<file path="src/rtl/arpc_pkg.sv">
`default_nettype none
// ----------------------------------------------------------------------------
// ARP cache package
// Shared types and protocol constants for the ARP cache engine.
// ----------------------------------------------------------------------------
package arpc_pkg;

  localparam logic [1:0]  CMD_PACKET  = 2'd0;
  localparam logic [1:0]  CMD_RESOLVE = 2'd1;
  localparam logic [1:0]  CMD_FLUSH   = 2'd2;

  localparam logic [15:0] HTYPE_ETH    = 16'h0001;
  localparam logic [15:0] PTYPE_IPV4   = 16'h0800;
  localparam logic [7:0]  HLEN_ETH     = 8'd6;
  localparam logic [7:0]  PLEN_IPV4    = 8'd4;
  localparam logic [15:0] ARPOP_REQ    = 16'd1;
  localparam logic [15:0] ARPOP_RPL    = 16'd2;

  typedef enum logic [2:0] {
    STAT_HIT      = 3'd0,
    STAT_MISS     = 3'd1,
    STAT_UPDATED  = 3'd2,
    STAT_INSERTED = 3'd3,
    STAT_FULL     = 3'd4,
    STAT_DROPPED  = 3'd5,
    STAT_FLUSHED  = 3'd6
  } status_t;

  typedef enum logic [1:0] {
    OP_LEARN,
    OP_RESOLVE,
    OP_FLUSH,
    OP_DROP
  } op_kind_t;

  typedef struct packed {
    op_kind_t kind;
    logic     reply;
  } decode_t;

  typedef struct packed {
    logic        vld;
    logic [31:0] ip;
    logic [47:0] mac;
  } entry_t;

  typedef enum logic [2:0] {
    ST_INIT,
    ST_IDLE,
    ST_SCAN,
    ST_FLUSH,
    ST_DONE
  } state_t;

endpackage
`default_nettype wire

</file>
<file path="src/rtl/arpc_if.sv">
`default_nettype none
// ----------------------------------------------------------------------------
// ARP cache channel interfaces
// Valid/ready channels for request words and result words.
// ----------------------------------------------------------------------------
interface arpc_in_if;
  logic        valid;
  logic        ready;
  logic [1:0]  command;
  logic [15:0] hw_type;
  logic [15:0] proto_type;
  logic [7:0]  hw_len;
  logic [7:0]  proto_len;
  logic [15:0] operation;
  logic [47:0] sender_mac;
  logic [31:0] sender_ip;
  logic [31:0] target_ip;
  logic [31:0] lookup_ip;

  modport source (
    output valid, command, hw_type, proto_type, hw_len, proto_len, operation,
           sender_mac, sender_ip, target_ip, lookup_ip,
    input  ready
  );
  modport sink (
    input  valid, command, hw_type, proto_type, hw_len, proto_len, operation,
           sender_mac, sender_ip, target_ip, lookup_ip,
    output ready
  );
endinterface

interface arpc_out_if;
  logic        valid;
  logic        ready;
  logic [2:0]  status;
  logic [47:0] resolved_mac;
  logic        reply_needed;

  modport source (
    output valid, status, resolved_mac, reply_needed,
    input  ready
  );
  modport sink (
    input  valid, status, resolved_mac, reply_needed,
    output ready
  );
endinterface
`default_nettype wire

</file>
<file path="src/rtl/arpc_decode.sv">
`default_nettype none
// ----------------------------------------------------------------------------
// ARP cache command decoder
// Classifies an incoming word and checks the ARP header fields.
// ----------------------------------------------------------------------------
module arpc_decode (
  input  wire logic [1:0]  command,
  input  wire logic [15:0] hw_type,
  input  wire logic [15:0] proto_type,
  input  wire logic [7:0]  hw_len,
  input  wire logic [7:0]  proto_len,
  input  wire logic [15:0] operation,
  input  wire logic [31:0] target_ip,
  input  wire logic [31:0] local_ip,
  output arpc_pkg::decode_t dec
);

  logic hdr_ok;

  assign hdr_ok = (hw_type == arpc_pkg::HTYPE_ETH) && (proto_type == arpc_pkg::PTYPE_IPV4) &&
                  (hw_len == arpc_pkg::HLEN_ETH) && (proto_len == arpc_pkg::PLEN_IPV4) &&
                  ((operation == arpc_pkg::ARPOP_REQ) ||
                   (operation == arpc_pkg::ARPOP_RPL));

  always_comb begin
    dec.reply = 1'b0;
    case (command)
      arpc_pkg::CMD_PACKET: begin
        if (hdr_ok) begin
          dec.kind  = arpc_pkg::OP_LEARN;
          dec.reply = (target_ip == local_ip) && (operation == arpc_pkg::ARPOP_REQ);
        end else begin
          dec.kind = arpc_pkg::OP_DROP;
        end
      end
      arpc_pkg::CMD_RESOLVE: dec.kind = arpc_pkg::OP_RESOLVE;
      arpc_pkg::CMD_FLUSH:   dec.kind = arpc_pkg::OP_FLUSH;
      default:               dec.kind = arpc_pkg::OP_DROP;
    endcase
  end

endmodule
`default_nettype wire

</file>
<file path="src/rtl/arpc_table.sv">
`default_nettype none
// ----------------------------------------------------------------------------
// ARP cache table memory
// Single-port-write, single-port-read entry store with registered read data.
// ----------------------------------------------------------------------------
module arpc_table #(
  parameter int CACHE_ENTRIES = 16,
  parameter int AW            = 4
) (
  input  wire logic              clk,
  input  wire logic              rd_en,
  input  wire logic [AW-1:0]     rd_addr,
  output arpc_pkg::entry_t       rd_data,
  input  wire logic              wr_en,
  input  wire logic [AW-1:0]     wr_addr,
  input  wire arpc_pkg::entry_t  wr_data
);

  arpc_pkg::entry_t mem [CACHE_ENTRIES];
  arpc_pkg::entry_t rd_data_r;

  always_ff @(posedge clk) begin
    if (wr_en) begin
      mem[wr_addr] <= wr_data;
    end
  end

  always_ff @(posedge clk) begin
    if (rd_en) begin
      rd_data_r <= mem[rd_addr];
    end
  end

  assign rd_data = rd_data_r;

endmodule
`default_nettype wire

</file>
<file path="src/rtl/arpc_ctrl.sv">
`default_nettype none
// ----------------------------------------------------------------------------
// ARP cache controller
// Clears the table memory after reset and on flush, scans it for one word
// at a time, then writes back and registers the result word.
// ----------------------------------------------------------------------------
module arpc_ctrl #(
  parameter int CACHE_ENTRIES = 16,
  parameter int AW            = 4,
  parameter int CW            = 5
) (
  input  wire logic              clk,
  input  wire logic              rst_n,
  arpc_in_if.sink                in_item,
  arpc_out_if.source             out_item,
  input  wire arpc_pkg::decode_t dec,
  output logic                   rd_en,
  output logic [AW-1:0]          rd_addr,
  input  wire arpc_pkg::entry_t  rd_data,
  output logic                   wr_en,
  output logic [AW-1:0]          wr_addr,
  output arpc_pkg::entry_t       wr_data
);

  localparam logic [CW-1:0] LAST_CNT = CW'(CACHE_ENTRIES);
  localparam logic [AW-1:0] LAST_IDX = AW'(CACHE_ENTRIES - 1);

  arpc_pkg::state_t   state_r, state_nxt;
  arpc_pkg::op_kind_t kind_r, kind_nxt;
  logic               reply_r, reply_nxt;
  logic [31:0]        key_r, key_nxt;
  logic [47:0]        mac_in_r, mac_in_nxt;
  logic [CW-1:0]      iss_r, iss_nxt;
  logic [AW-1:0]      chk_r, chk_nxt;
  logic               rd_vld_r, rd_vld_nxt;
  logic               found_r, found_nxt;
  logic [AW-1:0]      hit_idx_r, hit_idx_nxt;
  logic [47:0]        hit_mac_r, hit_mac_nxt;
  logic               free_r, free_nxt;
  logic [AW-1:0]      free_idx_r, free_idx_nxt;
  logic [AW-1:0]      clr_r, clr_nxt;
  logic               out_vld_r, out_vld_nxt;
  arpc_pkg::status_t  out_status_r, out_status_nxt;
  logic [47:0]        out_mac_r, out_mac_nxt;
  logic               out_reply_r, out_reply_nxt;
  logic               accept;
  logic               scan_last;
  logic               out_free;

  assign in_item.ready = (state_r == arpc_pkg::ST_IDLE);
  assign accept    = in_item.valid && in_item.ready;
  assign scan_last = rd_vld_r && (chk_r == LAST_IDX);
  assign out_free  = !out_vld_r || out_item.ready;

  always_comb begin
    state_nxt = state_r;
    case (state_r)
      arpc_pkg::ST_INIT: begin
        if (clr_r == LAST_IDX) begin
          state_nxt = arpc_pkg::ST_IDLE;
        end
      end
      arpc_pkg::ST_IDLE: begin
        if (accept) begin
          case (dec.kind)
            arpc_pkg::OP_LEARN, arpc_pkg::OP_RESOLVE: state_nxt = arpc_pkg::ST_SCAN;
            arpc_pkg::OP_FLUSH:                      state_nxt = arpc_pkg::ST_FLUSH;
            default:                                 state_nxt = arpc_pkg::ST_DONE;
          endcase
        end
      end
      arpc_pkg::ST_SCAN: begin
        if (scan_last) begin
          state_nxt = arpc_pkg::ST_DONE;
        end
      end
      arpc_pkg::ST_FLUSH: begin
        if (clr_r == LAST_IDX) begin
          state_nxt = arpc_pkg::ST_DONE;
        end
      end
      arpc_pkg::ST_DONE: begin
        if (out_free) begin
          state_nxt = arpc_pkg::ST_IDLE;
        end
      end
      default: state_nxt = arpc_pkg::ST_IDLE;
    endcase
  end

  always_comb begin
    kind_nxt       = kind_r;
    reply_nxt      = reply_r;
    key_nxt        = key_r;
    mac_in_nxt     = mac_in_r;
    iss_nxt        = iss_r;
    chk_nxt        = chk_r;
    rd_vld_nxt     = 1'b0;
    found_nxt      = found_r;
    hit_idx_nxt    = hit_idx_r;
    hit_mac_nxt    = hit_mac_r;
    free_nxt       = free_r;
    free_idx_nxt   = free_idx_r;
    clr_nxt        = clr_r;
    out_vld_nxt    = out_vld_r && !out_item.ready;
    out_status_nxt = out_status_r;
    out_mac_nxt    = out_mac_r;
    out_reply_nxt  = out_reply_r;
    rd_en          = 1'b0;
    rd_addr        = iss_r[AW-1:0];
    wr_en          = 1'b0;
    wr_addr        = clr_r;
    wr_data        = '0;

    case (state_r)
      arpc_pkg::ST_INIT, arpc_pkg::ST_FLUSH: begin
        wr_en   = 1'b1;
        clr_nxt = (clr_r == LAST_IDX) ? '0 : clr_r + 1'b1;
      end
      arpc_pkg::ST_IDLE: begin
        if (accept) begin
          kind_nxt   = dec.kind;
          reply_nxt  = dec.reply;
          key_nxt    = (dec.kind == arpc_pkg::OP_RESOLVE) ? in_item.lookup_ip
                                                          : in_item.sender_ip;
          mac_in_nxt = in_item.sender_mac;
          iss_nxt    = '0;
          found_nxt  = 1'b0;
          free_nxt   = 1'b0;
          clr_nxt    = '0;
        end
      end
      arpc_pkg::ST_SCAN: begin
        if (iss_r < LAST_CNT) begin
          rd_en      = 1'b1;
          rd_vld_nxt = 1'b1;
          chk_nxt    = iss_r[AW-1:0];
          iss_nxt    = iss_r + 1'b1;
        end
        if (rd_vld_r) begin
          if (rd_data.vld && (rd_data.ip == key_r) && !found_r) begin
            found_nxt   = 1'b1;
            hit_idx_nxt = chk_r;
            hit_mac_nxt = rd_data.mac;
          end
          if (!rd_data.vld && !free_r) begin
            free_nxt     = 1'b1;
            free_idx_nxt = chk_r;
          end
        end
      end
      arpc_pkg::ST_DONE: begin
        if (out_free) begin
          out_vld_nxt   = 1'b1;
          out_mac_nxt   = '0;
          out_reply_nxt = 1'b0;
          wr_data.vld   = 1'b1;
          wr_data.ip    = key_r;
          wr_data.mac   = mac_in_r;
          case (kind_r)
            arpc_pkg::OP_LEARN: begin
              out_reply_nxt = reply_r;
              if (found_r) begin
                wr_en          = 1'b1;
                wr_addr        = hit_idx_r;
                out_status_nxt = arpc_pkg::STAT_UPDATED;
              end else if (free_r) begin
                wr_en          = 1'b1;
                wr_addr        = free_idx_r;
                out_status_nxt = arpc_pkg::STAT_INSERTED;
              end else begin
                out_status_nxt = arpc_pkg::STAT_FULL;
              end
            end
            arpc_pkg::OP_RESOLVE: begin
              if (found_r) begin
                out_status_nxt = arpc_pkg::STAT_HIT;
                out_mac_nxt    = hit_mac_r;
              end else begin
                out_status_nxt = arpc_pkg::STAT_MISS;
              end
            end
            arpc_pkg::OP_FLUSH: out_status_nxt = arpc_pkg::STAT_FLUSHED;
            default:            out_status_nxt = arpc_pkg::STAT_DROPPED;
          endcase
        end
      end
      default: ;
    endcase
  end

  always_ff @(posedge clk) begin
    if (!rst_n) begin
      state_r   <= arpc_pkg::ST_INIT;
      clr_r     <= '0;
      rd_vld_r  <= 1'b0;
      out_vld_r <= 1'b0;
    end else begin
      state_r   <= state_nxt;
      clr_r     <= clr_nxt;
      rd_vld_r  <= rd_vld_nxt;
      out_vld_r <= out_vld_nxt;
    end
  end

  always_ff @(posedge clk) begin
    kind_r       <= kind_nxt;
    reply_r      <= reply_nxt;
    key_r        <= key_nxt;
    mac_in_r     <= mac_in_nxt;
    iss_r        <= iss_nxt;
    chk_r        <= chk_nxt;
    found_r      <= found_nxt;
    hit_idx_r    <= hit_idx_nxt;
    hit_mac_r    <= hit_mac_nxt;
    free_r       <= free_nxt;
    free_idx_r   <= free_idx_nxt;
    out_status_r <= out_status_nxt;
    out_mac_r    <= out_mac_nxt;
    out_reply_r  <= out_reply_nxt;
  end

  assign out_item.valid        = out_vld_r;
  assign out_item.status       = out_status_r;
  assign out_item.resolved_mac = out_mac_r;
  assign out_item.reply_needed = out_reply_r;

endmodule
`default_nettype wire

</file>
<file path="src/rtl/arp_cache_engine.sv">
`default_nettype none
// ----------------------------------------------------------------------------
// ARP cache engine
// IPv4-over-Ethernet ARP cache: learns sender mappings from received
// packets, resolves addresses and flushes on command.
// ----------------------------------------------------------------------------
// Words enter on in_item (valid/ready) and each one yields exactly one
// result word on out_item (valid/ready). The local IP address is written
// through cfg_wr_en and cfg_wr_data; the user must write it only while the
// engine is idle, since the engine itself does not enforce this. The table
// lives in one synchronous memory that is scanned one entry per cycle.
// A flush word clears the table instead of a scan; a dropped word skips both.
// One word is processed at a time; the next word can be accepted once the
// previous result has been placed in the output register.
// After reset the engine clears every entry of the table memory before it
// accepts the first word. Configuration writes are taken then.
// When the receiver stalls, the result word holds in the output register
// and the next word completes its scan and then waits for it to drain.
// ----------------------------------------------------------------------------
module arp_cache_engine #(
  parameter int CACHE_ENTRIES = 16
) (
  input  wire logic        clk,
  input  wire logic        rst_n,
  arpc_in_if.sink          in_item,
  arpc_out_if.source       out_item,
  input  wire logic        cfg_wr_en,
  input  wire logic [31:0] cfg_wr_data
);

  localparam int AW = (CACHE_ENTRIES > 1) ? $clog2(CACHE_ENTRIES) : 1;
  localparam int CW = $clog2(CACHE_ENTRIES + 1);

  logic [31:0]       local_ip_r;
  arpc_pkg::decode_t dec;
  logic              rd_en;
  logic [AW-1:0]     rd_addr;
  arpc_pkg::entry_t  rd_data;
  logic              wr_en;
  logic [AW-1:0]     wr_addr;
  arpc_pkg::entry_t  wr_data;

  always_ff @(posedge clk) begin
    if (!rst_n) begin
      local_ip_r <= '0;
    end else if (cfg_wr_en) begin
      local_ip_r <= cfg_wr_data;
    end
  end

  arpc_decode u_decode (
    .command    (in_item.command),
    .hw_type    (in_item.hw_type),
    .proto_type (in_item.proto_type),
    .hw_len     (in_item.hw_len),
    .proto_len  (in_item.proto_len),
    .operation  (in_item.operation),
    .target_ip  (in_item.target_ip),
    .local_ip   (local_ip_r),
    .dec        (dec)
  );

  arpc_table #(
    .CACHE_ENTRIES (CACHE_ENTRIES),
    .AW            (AW)
  ) u_table (
    .clk     (clk),
    .rd_en   (rd_en),
    .rd_addr (rd_addr),
    .rd_data (rd_data),
    .wr_en   (wr_en),
    .wr_addr (wr_addr),
    .wr_data (wr_data)
  );

  arpc_ctrl #(
    .CACHE_ENTRIES (CACHE_ENTRIES),
    .AW            (AW),
    .CW            (CW)
  ) u_ctrl (
    .clk      (clk),
    .rst_n    (rst_n),
    .in_item  (in_item),
    .out_item (out_item),
    .dec      (dec),
    .rd_en    (rd_en),
    .rd_addr  (rd_addr),
    .rd_data  (rd_data),
    .wr_en    (wr_en),
    .wr_addr  (wr_addr),
    .wr_data  (wr_data)
  );

endmodule
`default_nettype wire

</file>
<file path="src/flat_wrapper.sv">
// flat-port wrapper written by rule: the top's interface ports become plain ports
module arp_cache_engine_flat 
#(
  parameter int CACHE_ENTRIES = 16
)
  (clk, rst_n, cfg_wr_en, cfg_wr_data, in_item_valid, in_item_command, in_item_hw_type, in_item_proto_type, in_item_hw_len, in_item_proto_len, in_item_operation, in_item_sender_mac, in_item_sender_ip, in_item_target_ip, in_item_lookup_ip, in_item_ready, out_item_valid, out_item_status, out_item_resolved_mac, out_item_reply_needed, out_item_ready);
  arpc_in_if in_item_i ();
  arpc_out_if out_item_i ();
  input  wire logic clk;
  input  wire logic rst_n;
  input  wire logic cfg_wr_en;
  input  wire logic [31:0] cfg_wr_data;
  input wire logic [$bits(in_item_i.valid)-1:0] in_item_valid;
  input wire logic [$bits(in_item_i.command)-1:0] in_item_command;
  input wire logic [$bits(in_item_i.hw_type)-1:0] in_item_hw_type;
  input wire logic [$bits(in_item_i.proto_type)-1:0] in_item_proto_type;
  input wire logic [$bits(in_item_i.hw_len)-1:0] in_item_hw_len;
  input wire logic [$bits(in_item_i.proto_len)-1:0] in_item_proto_len;
  input wire logic [$bits(in_item_i.operation)-1:0] in_item_operation;
  input wire logic [$bits(in_item_i.sender_mac)-1:0] in_item_sender_mac;
  input wire logic [$bits(in_item_i.sender_ip)-1:0] in_item_sender_ip;
  input wire logic [$bits(in_item_i.target_ip)-1:0] in_item_target_ip;
  input wire logic [$bits(in_item_i.lookup_ip)-1:0] in_item_lookup_ip;
  output wire logic [$bits(in_item_i.ready)-1:0] in_item_ready;
  output wire logic [$bits(out_item_i.valid)-1:0] out_item_valid;
  output wire logic [$bits(out_item_i.status)-1:0] out_item_status;
  output wire logic [$bits(out_item_i.resolved_mac)-1:0] out_item_resolved_mac;
  output wire logic [$bits(out_item_i.reply_needed)-1:0] out_item_reply_needed;
  input wire logic [$bits(out_item_i.ready)-1:0] out_item_ready;
  assign in_item_i.valid = in_item_valid;
  assign in_item_i.command = in_item_command;
  assign in_item_i.hw_type = in_item_hw_type;
  assign in_item_i.proto_type = in_item_proto_type;
  assign in_item_i.hw_len = in_item_hw_len;
  assign in_item_i.proto_len = in_item_proto_len;
  assign in_item_i.operation = in_item_operation;
  assign in_item_i.sender_mac = in_item_sender_mac;
  assign in_item_i.sender_ip = in_item_sender_ip;
  assign in_item_i.target_ip = in_item_target_ip;
  assign in_item_i.lookup_ip = in_item_lookup_ip;
  assign in_item_ready = in_item_i.ready;
  assign out_item_valid = out_item_i.valid;
  assign out_item_status = out_item_i.status;
  assign out_item_resolved_mac = out_item_i.resolved_mac;
  assign out_item_reply_needed = out_item_i.reply_needed;
  assign out_item_i.ready = out_item_ready;
  arp_cache_engine #(.CACHE_ENTRIES(CACHE_ENTRIES)) u_core (.clk(clk), .rst_n(rst_n), .in_item(in_item_i), .out_item(out_item_i), .cfg_wr_en(cfg_wr_en), .cfg_wr_data(cfg_wr_data));
endmodule
</file>
<file path="config.mk">
export PLATFORM = sky130hd
export DESIGN_NAME = arp_cache_engine_flat
export DESIGN_NICKNAME = d
export VERILOG_FILES = /design/src/rtl/arpc_pkg.sv /design/src/rtl/arpc_if.sv /design/src/rtl/arpc_decode.sv /design/src/rtl/arpc_table.sv /design/src/rtl/arpc_ctrl.sv /design/src/rtl/arp_cache_engine.sv /design/src/flat_wrapper.sv
export SDC_FILE = /design/constraint.sdc
export NUM_CORES = 2
export LEC_CHECK = 0
export BUFFER_PORTS_ARGS = -buffer_cell sky130_fd_sc_hd__buf_2
export CAP_MARGIN = 20
export CORE_AREA = 2 2 365 367
export DETAILED_ROUTE_END_ITERATION = 16
export DIE_AREA = 0 0 367 369
export PLACE_DENSITY_LB_ADDON = 0.2
export SETUP_SLACK_MARGIN = 0.1
export SYNTH_ARGS = -nofsm -noshare
export SYNTH_HDL_FRONTEND = slang
export SYNTH_SLANG_ARGS = --single-unit
</file>
<file path="constraint.sdc">
create_clock -name clk -period 10.8 [get_ports clk]
set_input_delay 2.16 -clock clk [delete_from_list [all_inputs] [get_ports clk]]
set_output_delay 2.16 -clock clk [all_outputs]
set_load 0.02 [all_outputs]
</file>
Yosys cells after proc, flatten, opt, wreduce, memory -nomap -nowiden
Memories as Yosys holds them, arrays and structs flattened. A register that Yosys moved wholly into a read port is not among the register bits.
Index checks and enable logic that the tools add are counted.

storage, ports and cells
  memories = 1
  bits in writable memories = 1296
  flip-flop bits (word level) = 243

operators by class
  mux-type cells = 45
  magnitude comparators = 1
  add/sub/neg operators = 2
  equality and inequality tests = 29
  reductions and logical operators = 38

memories
  memory              depth  bits a word  read ports  clocked after Yosys merged registers in  write ports  RTL line          text
  u_core.u_table.mem  16     81           1           1                                        1            arpc_table.sv:19  arpc_pkg::entry_t mem [CACHE_ENTRIES];

operators by type and width
  cell                                                   count
  two-way mux 81 bit                                     2
  equality test 32 bit                                   2
  equality test 16 x 1 -> 1 bit, second input constant   2
  two-way mux 32 bit                                     1
  two-way mux 4 bit                                      7
  two-way mux 3 bit                                      7
  equality test 16 x 12 -> 1 bit, second input constant  1
  equality test 16 x 2 -> 1 bit, second input constant   1
  equality test 8 x 3 -> 1 bit, second input constant    2
  two-way mux 1 bit                                      16
  inequality test 2 bit, second input constant           8
  case mux 3 bit (5 select lines)                        1
  AND reduction 2 bit                                    6
  logical AND 1 bit                                      11
  two-way mux 5 bit                                      2
  case mux 5 bit (2 select lines)                        1
  case mux 3 bit (3 select lines)                        1
  AND reduction 3 bit                                    3
  equality test 4 bit, second input constant             2
  case mux 4 bit (2 select lines)                        1
  AND reduction 4 bit                                    2
  equality test 2 x 1 -> 1 bit, second input constant    3
  equality test 2 bit, second input constant             3
  equality test 3 x 2 -> 1 bit, second input constant    2
  other kinds (17)                                       28

Depth between registers and ports, before layout
  depth after elaboration = 12
  mapped depth = 8
  gate-level depth less buffers = 7

Cells and area by module
A second synthesis with hierarchy kept.

second synthesis, totals
  cells, all modules = 2784
  area, all modules = 61137.4 um^2

modules (own cells, without submodules)
  module            area an instance (um^2)  times used  cells each
  arpc_table        50871.3                  1           2078
  arpc_ctrl         8488.1                   1           534
  arp_cache_engine  1243.7                   1           103
  arpc_decode       534.3                    1           69

Worst setup path before layout
Ideal clock, no wire load.

  path type = input port to flip-flop
  start = input out_item_ready
  end = memory u_core.u_table.mem[1][0] (netlist bit), enable pin
  stages on the path = 6
  slack = 3.817 ns
  arrival = 6.462 ns
  path through = nand2b_1 -> clkbuf_1 -> nand4_1 -> a22oi_1 -> nand2_1 -> nor2_1

on the way
  word-level cells in the longest chain between the ends = 5
  elaborated cells on any way between the ends = 7
  classes of those cells = 6 x mux; 1 x reduce/logical

RTL lines
  item                                     RTL line            text
  start, declared                          flat_wrapper.sv:29  input wire logic [$bits(out_item_i.ready)-1:0] out_item_ready;
  logical OR 1 bit (*)                     arpc_ctrl.sv:53     assign out_free = !out_vld_r || out_item.ready;
  two-way mux 1 bit                        arpc_ctrl.sv:153    if (out_free) begin
  case mux 1 bit (2 select lines)          arpc_ctrl.sv:115    case (state_r)
  two-way mux 1 bit                        arpc_table.sv:23    if (wr_en) begin
  two-way mux 1 bit (not written as such)  arpc_table.sv:24    mem[wr_addr] <= wr_data;
  end, declared                            arpc_table.sv:19

Mark *: on every way between the ends. The rest lies on a longest branch, timed or not.

Final worst setup path
  start = input out_item_ready
  end = memory u_core.u_table.mem[7][28] (netlist bit), enable pin

Same word-level chain as after synthesis.

==> impl_metrics.py <==
metrics = {
    "outcome": {
        "status": "finished clean",
    },
    "synth": {
        "synth_flop_cell": "edfxtp_1",
        "synth_top_area_share": 0.774,
        "ys_ff_latch": 1620,
        "postSynthCellCount": 2625,
        "synth_nets": 2874,
        "yosysWarningCount": 0,
        "synth_area_leaders": "edfxtp_1, mux4_2, dfxtp_1, and3_1, xnor2_1",
        "synth-edff-count": 1579,
        "yosysSeqAreaShare": 0.787,
        "syn_area_per_cell_um2": 23.3,
        "yosysTopAreaCell": "edfxtp_1",
        "netlist_area_mm2": 0.0613,
        "synthArstFlopShare": 0,
        "ys_types": 51,
    },
    "timing": {
        "grt_setup_unrepaired": "false",
        "setup-tns-final_ns": 0,
        "max_slew_margin": 0.237,
        "fin_skew_ns": 0.0258,
        "fmax_mhz": 176,
        "setup_viol": 0,
        "layout_min_cycle_time_ns": 5.68,
        "fin_hold_ws_ns": 0.416,
        "hold_viol": 0,
        "finalCritPeriodShare": 0.526,
        "worst_pin_slew_ns": 1.14,
        "drv_slew": 0,
    },
    "die": {
        "die_w_um": 367,
        "io_pins": 301,
        "die_area_mm2": 0.135,
        "die_h_um": 369,
        "core_region_area_mm2": 0.131,
        "rows": 133,
        "initial_core_util": 0.467,
    },
    "global_routing": {
        "grt_pass1_vias": 29800,
        "track_usage": 0.203,
        "antenna_found_initial": 7,
        "grt_max_degree": 103,
        "grt_remaining_overflow": 0,
        "grt_pass1_wl_um": 200000,
    },
    "critical_path": {
        "crit_path_end_kind": "register",
        "regToRegSetupSlack_ns": 6.13,
        "reg2reg_depth": 8,
        "r2r_end": "u_core.u_table.mem[7][28]",
        "worstSetupStartpointType": "primary input",
        "cp.required_ns": 11.19,
        "crit_fanout": 53,
        "arrival_ns": 6.07,
        "path_class": "in -> reg",
        "reg2reg_from": "u_core.u_ctrl.state_r[2]",
    },
    "clock_tree": {
        "cts.sinks": 1620,
        "tritoncts": "built",
        "cts_htree_levels": 4,
        "postCtsSetupRepairBufs": 0,
        "clockBufferDepth": 3,
        "numCtsBuffers": 166,
        "cts_resized": 0,
        "cts.hold.buffers_added": 0,
        "ctsRootBufferMaster": "clkbuf_16",
        "clkTransAtPathRegs_ns": 0.06,
        "clk_latency_ns": 0.77,
    },
    "placed_design": {
        "dp_cells": 4604,
        "io_buffers": 300,
        "post-dp-hpwl_um": 73600,
        "place.gp.congestion": 0.934,
    },
    "power_and_ir_drop": {
        "power.internal_mw": 12.0,
        "pwr-share-seq": 0.503,
        "vdd_drop_max_mv": 0.196,
        "pwr-share-comb": 0.154,
        "power.switching_mw": 4.06,
        "leakagePower_nw": 23.1,
        "p_per_area_mw_per_mm2": 229,
        "p_clk_frac": 0.343,
        "p_sw_frac": 0.252,
        "totalPowerFinal_mw": 16.1,
    },
    "detailed_routing": {
        "antenna_left": 0,
        "drt_iter0_markers": 2809,
        "drc": 0,
        "via_per_inst": 5.77,
        "vias": 28300,
        "firstDrtPassIters": 5,
        "routed_wl_um": 137000,
        "detail_route.wl_per_cell_um": 27.9,
    },
    "final_layout": {
        "stdcell_count": 4900,
        "drive_above_1_share": 0.323,
        "layout_commonest_cell": "edfxtp_1",
        "layout_common_cells": "edfxtp_1, mux4_2, buf_2, clkbuf_16, and3_1",
        "area_growth_pct": 14.6,
        "nets": 3267,
    },
    "worst_hold_path": {
        "min_to": "u_core.u_ctrl.hit_mac_r[10]",
        "hold_depth": 0,
        "min_from": "u_core.u_table.rd_data[10]",
        "hold_class": "reg -> reg",
    },
    "run": {
        "cap_violations": 0,
    },
}
## power groups by stage
stage	combinational [mW]	clock, mW	sequential, mW
after floorplan	1.56	0	8.27
after global placement	2.44	0	8.21
after detailed placement	2.52	0	8.24
after CTS	2.52	5.64	8.11
after global routing	2.66	5.89	8.15
final	2.48	5.52	8.10
## how the worst max path moves through the flow
stage | start | endpoint | slack (ns) | cells past startpoint
global route | out_item_ready | u_core.u_table.mem[4][56] | 5.00 | 8
finish | out_item_ready | u_core.u_table.mem[7][28] | 5.12 | 8
global placement | out_item_ready | u_core.u_table.mem[5][23] | 4.40 | 8
floorplan | out_item_ready | u_core.u_table.mem[1][0] | 3.82 | 6
CTS | out_item_ready | u_core.u_table.mem[7][56] | 5.15 | 8
detailed placement | out_item_ready | u_core.u_table.mem[7][65] | 4.33 | 8
## metrics by stage
| step | setup WS, ns | util | instance area (um2) |
|---|---|---|---|
| detailed placement | 4.33 | 0.495 | 65000 |
| finish | 5.12 | 0.536 | 70200 |
| global route | 5.00 | 0.536 | 70200 |
| global placement | 4.40 | 0.495 | 65000 |
| floorplan | 3.82 | - | 61300 |
| CTS | 5.15 | 0.535 | 70200 |
## Yosys cell counts, types with 4 or more instances
master / count
xnor2_1: 54
inv_1: 7
nor4b_1: 5
and3_1: 83
mux2_2: 6
mux2i_1: 32
nand3_1: 13
nor3_1: 4
nand4_1: 15
clkbuf_1: 66
buf_2: 22
and2_1: 55
mux4_2: 405
edfxtp_1: 1579
buf_4: 7
o21ai_0: 10
dfxtp_1: 41
nand2_1: 14
a21oi_1: 7
mux2_1: 26
buf_1: 22
xor2_1: 15
buf_6: 10
nor4_1: 18
nand2b_1: 4
and4_1: 4
nor2_1: 29
nor2b_1: 35
## layer usage
layer	global-route usage	vias up	part of all wire
li1	-	11900	-
met4	0.0605	2	0.022
met2	0.331	1086	0.49
met1	0.282	15100	0.42
met3	0.0358	217	0.067
met5	0	-	0.000095
## flip-flops by register name, summed over array words and instances (netlist names), 2 cells and up
signal and cells:
u_core.u_ctrl.kind_r 2, u_core.u_ctrl.clr_r 4, u_core.local_ip_r 32, u_core.u_ctrl.hit_mac_r 48, u_core.u_ctrl.iss_r 5, u_core.u_table.mem 1296, u_core.u_ctrl.free_idx_r 4, u_core.u_ctrl.mac_in_r 48
u_core.u_ctrl.key_r 32, u_core.u_ctrl.out_item.resolved_mac 48, u_core.u_ctrl.out_item.status 3, u_core.u_ctrl.state_r 3, u_core.u_table.rd_data 81, u_core.u_ctrl.hit_idx_r 4, u_core.u_ctrl.chk_r 4
## worst max-delay path, cell delays in order
cell and delay (ns):
buf_2 0.09, nand2b_4 0.68, and4_1 0.42, a2bb2oi_1 0.28, nand2_1 0.30, nor2_4 0.78
buf_4 0.61, buf_4 0.67
## area by class of cell
class	count	area, um2
inverters	9	36.3
fillers	9950	60900
multi-input cells	869	12600
well taps	1755	2200
flip-flops and latches	1620	48200
repair buffers	352	1970
clock buffers	202	4420
diodes	2	5.00
clock inverters	91	826
## cells by family (layout without fill, tap and decap cells)
group / after synthesis / count (layout) / synth area share
AO/OA/AOI/OAI: 40 / 40 / 0.00421
XOR/XNOR: 69 / 69 / 0.00986
adder cells (fa/ha/maj): 2 / 2 / 0.000408
buffers and inverters: 136 / 654 / 0.0104
flip-flops: 1620 / 1620 / 0.787
multiplexers: 469 / 469 / 0.160
other: 0 / 2 / 0
AND/OR/NAND/NOR: 289 / 289 / 0.0280
No activity file was read; power rests on OpenSTA's default activity.
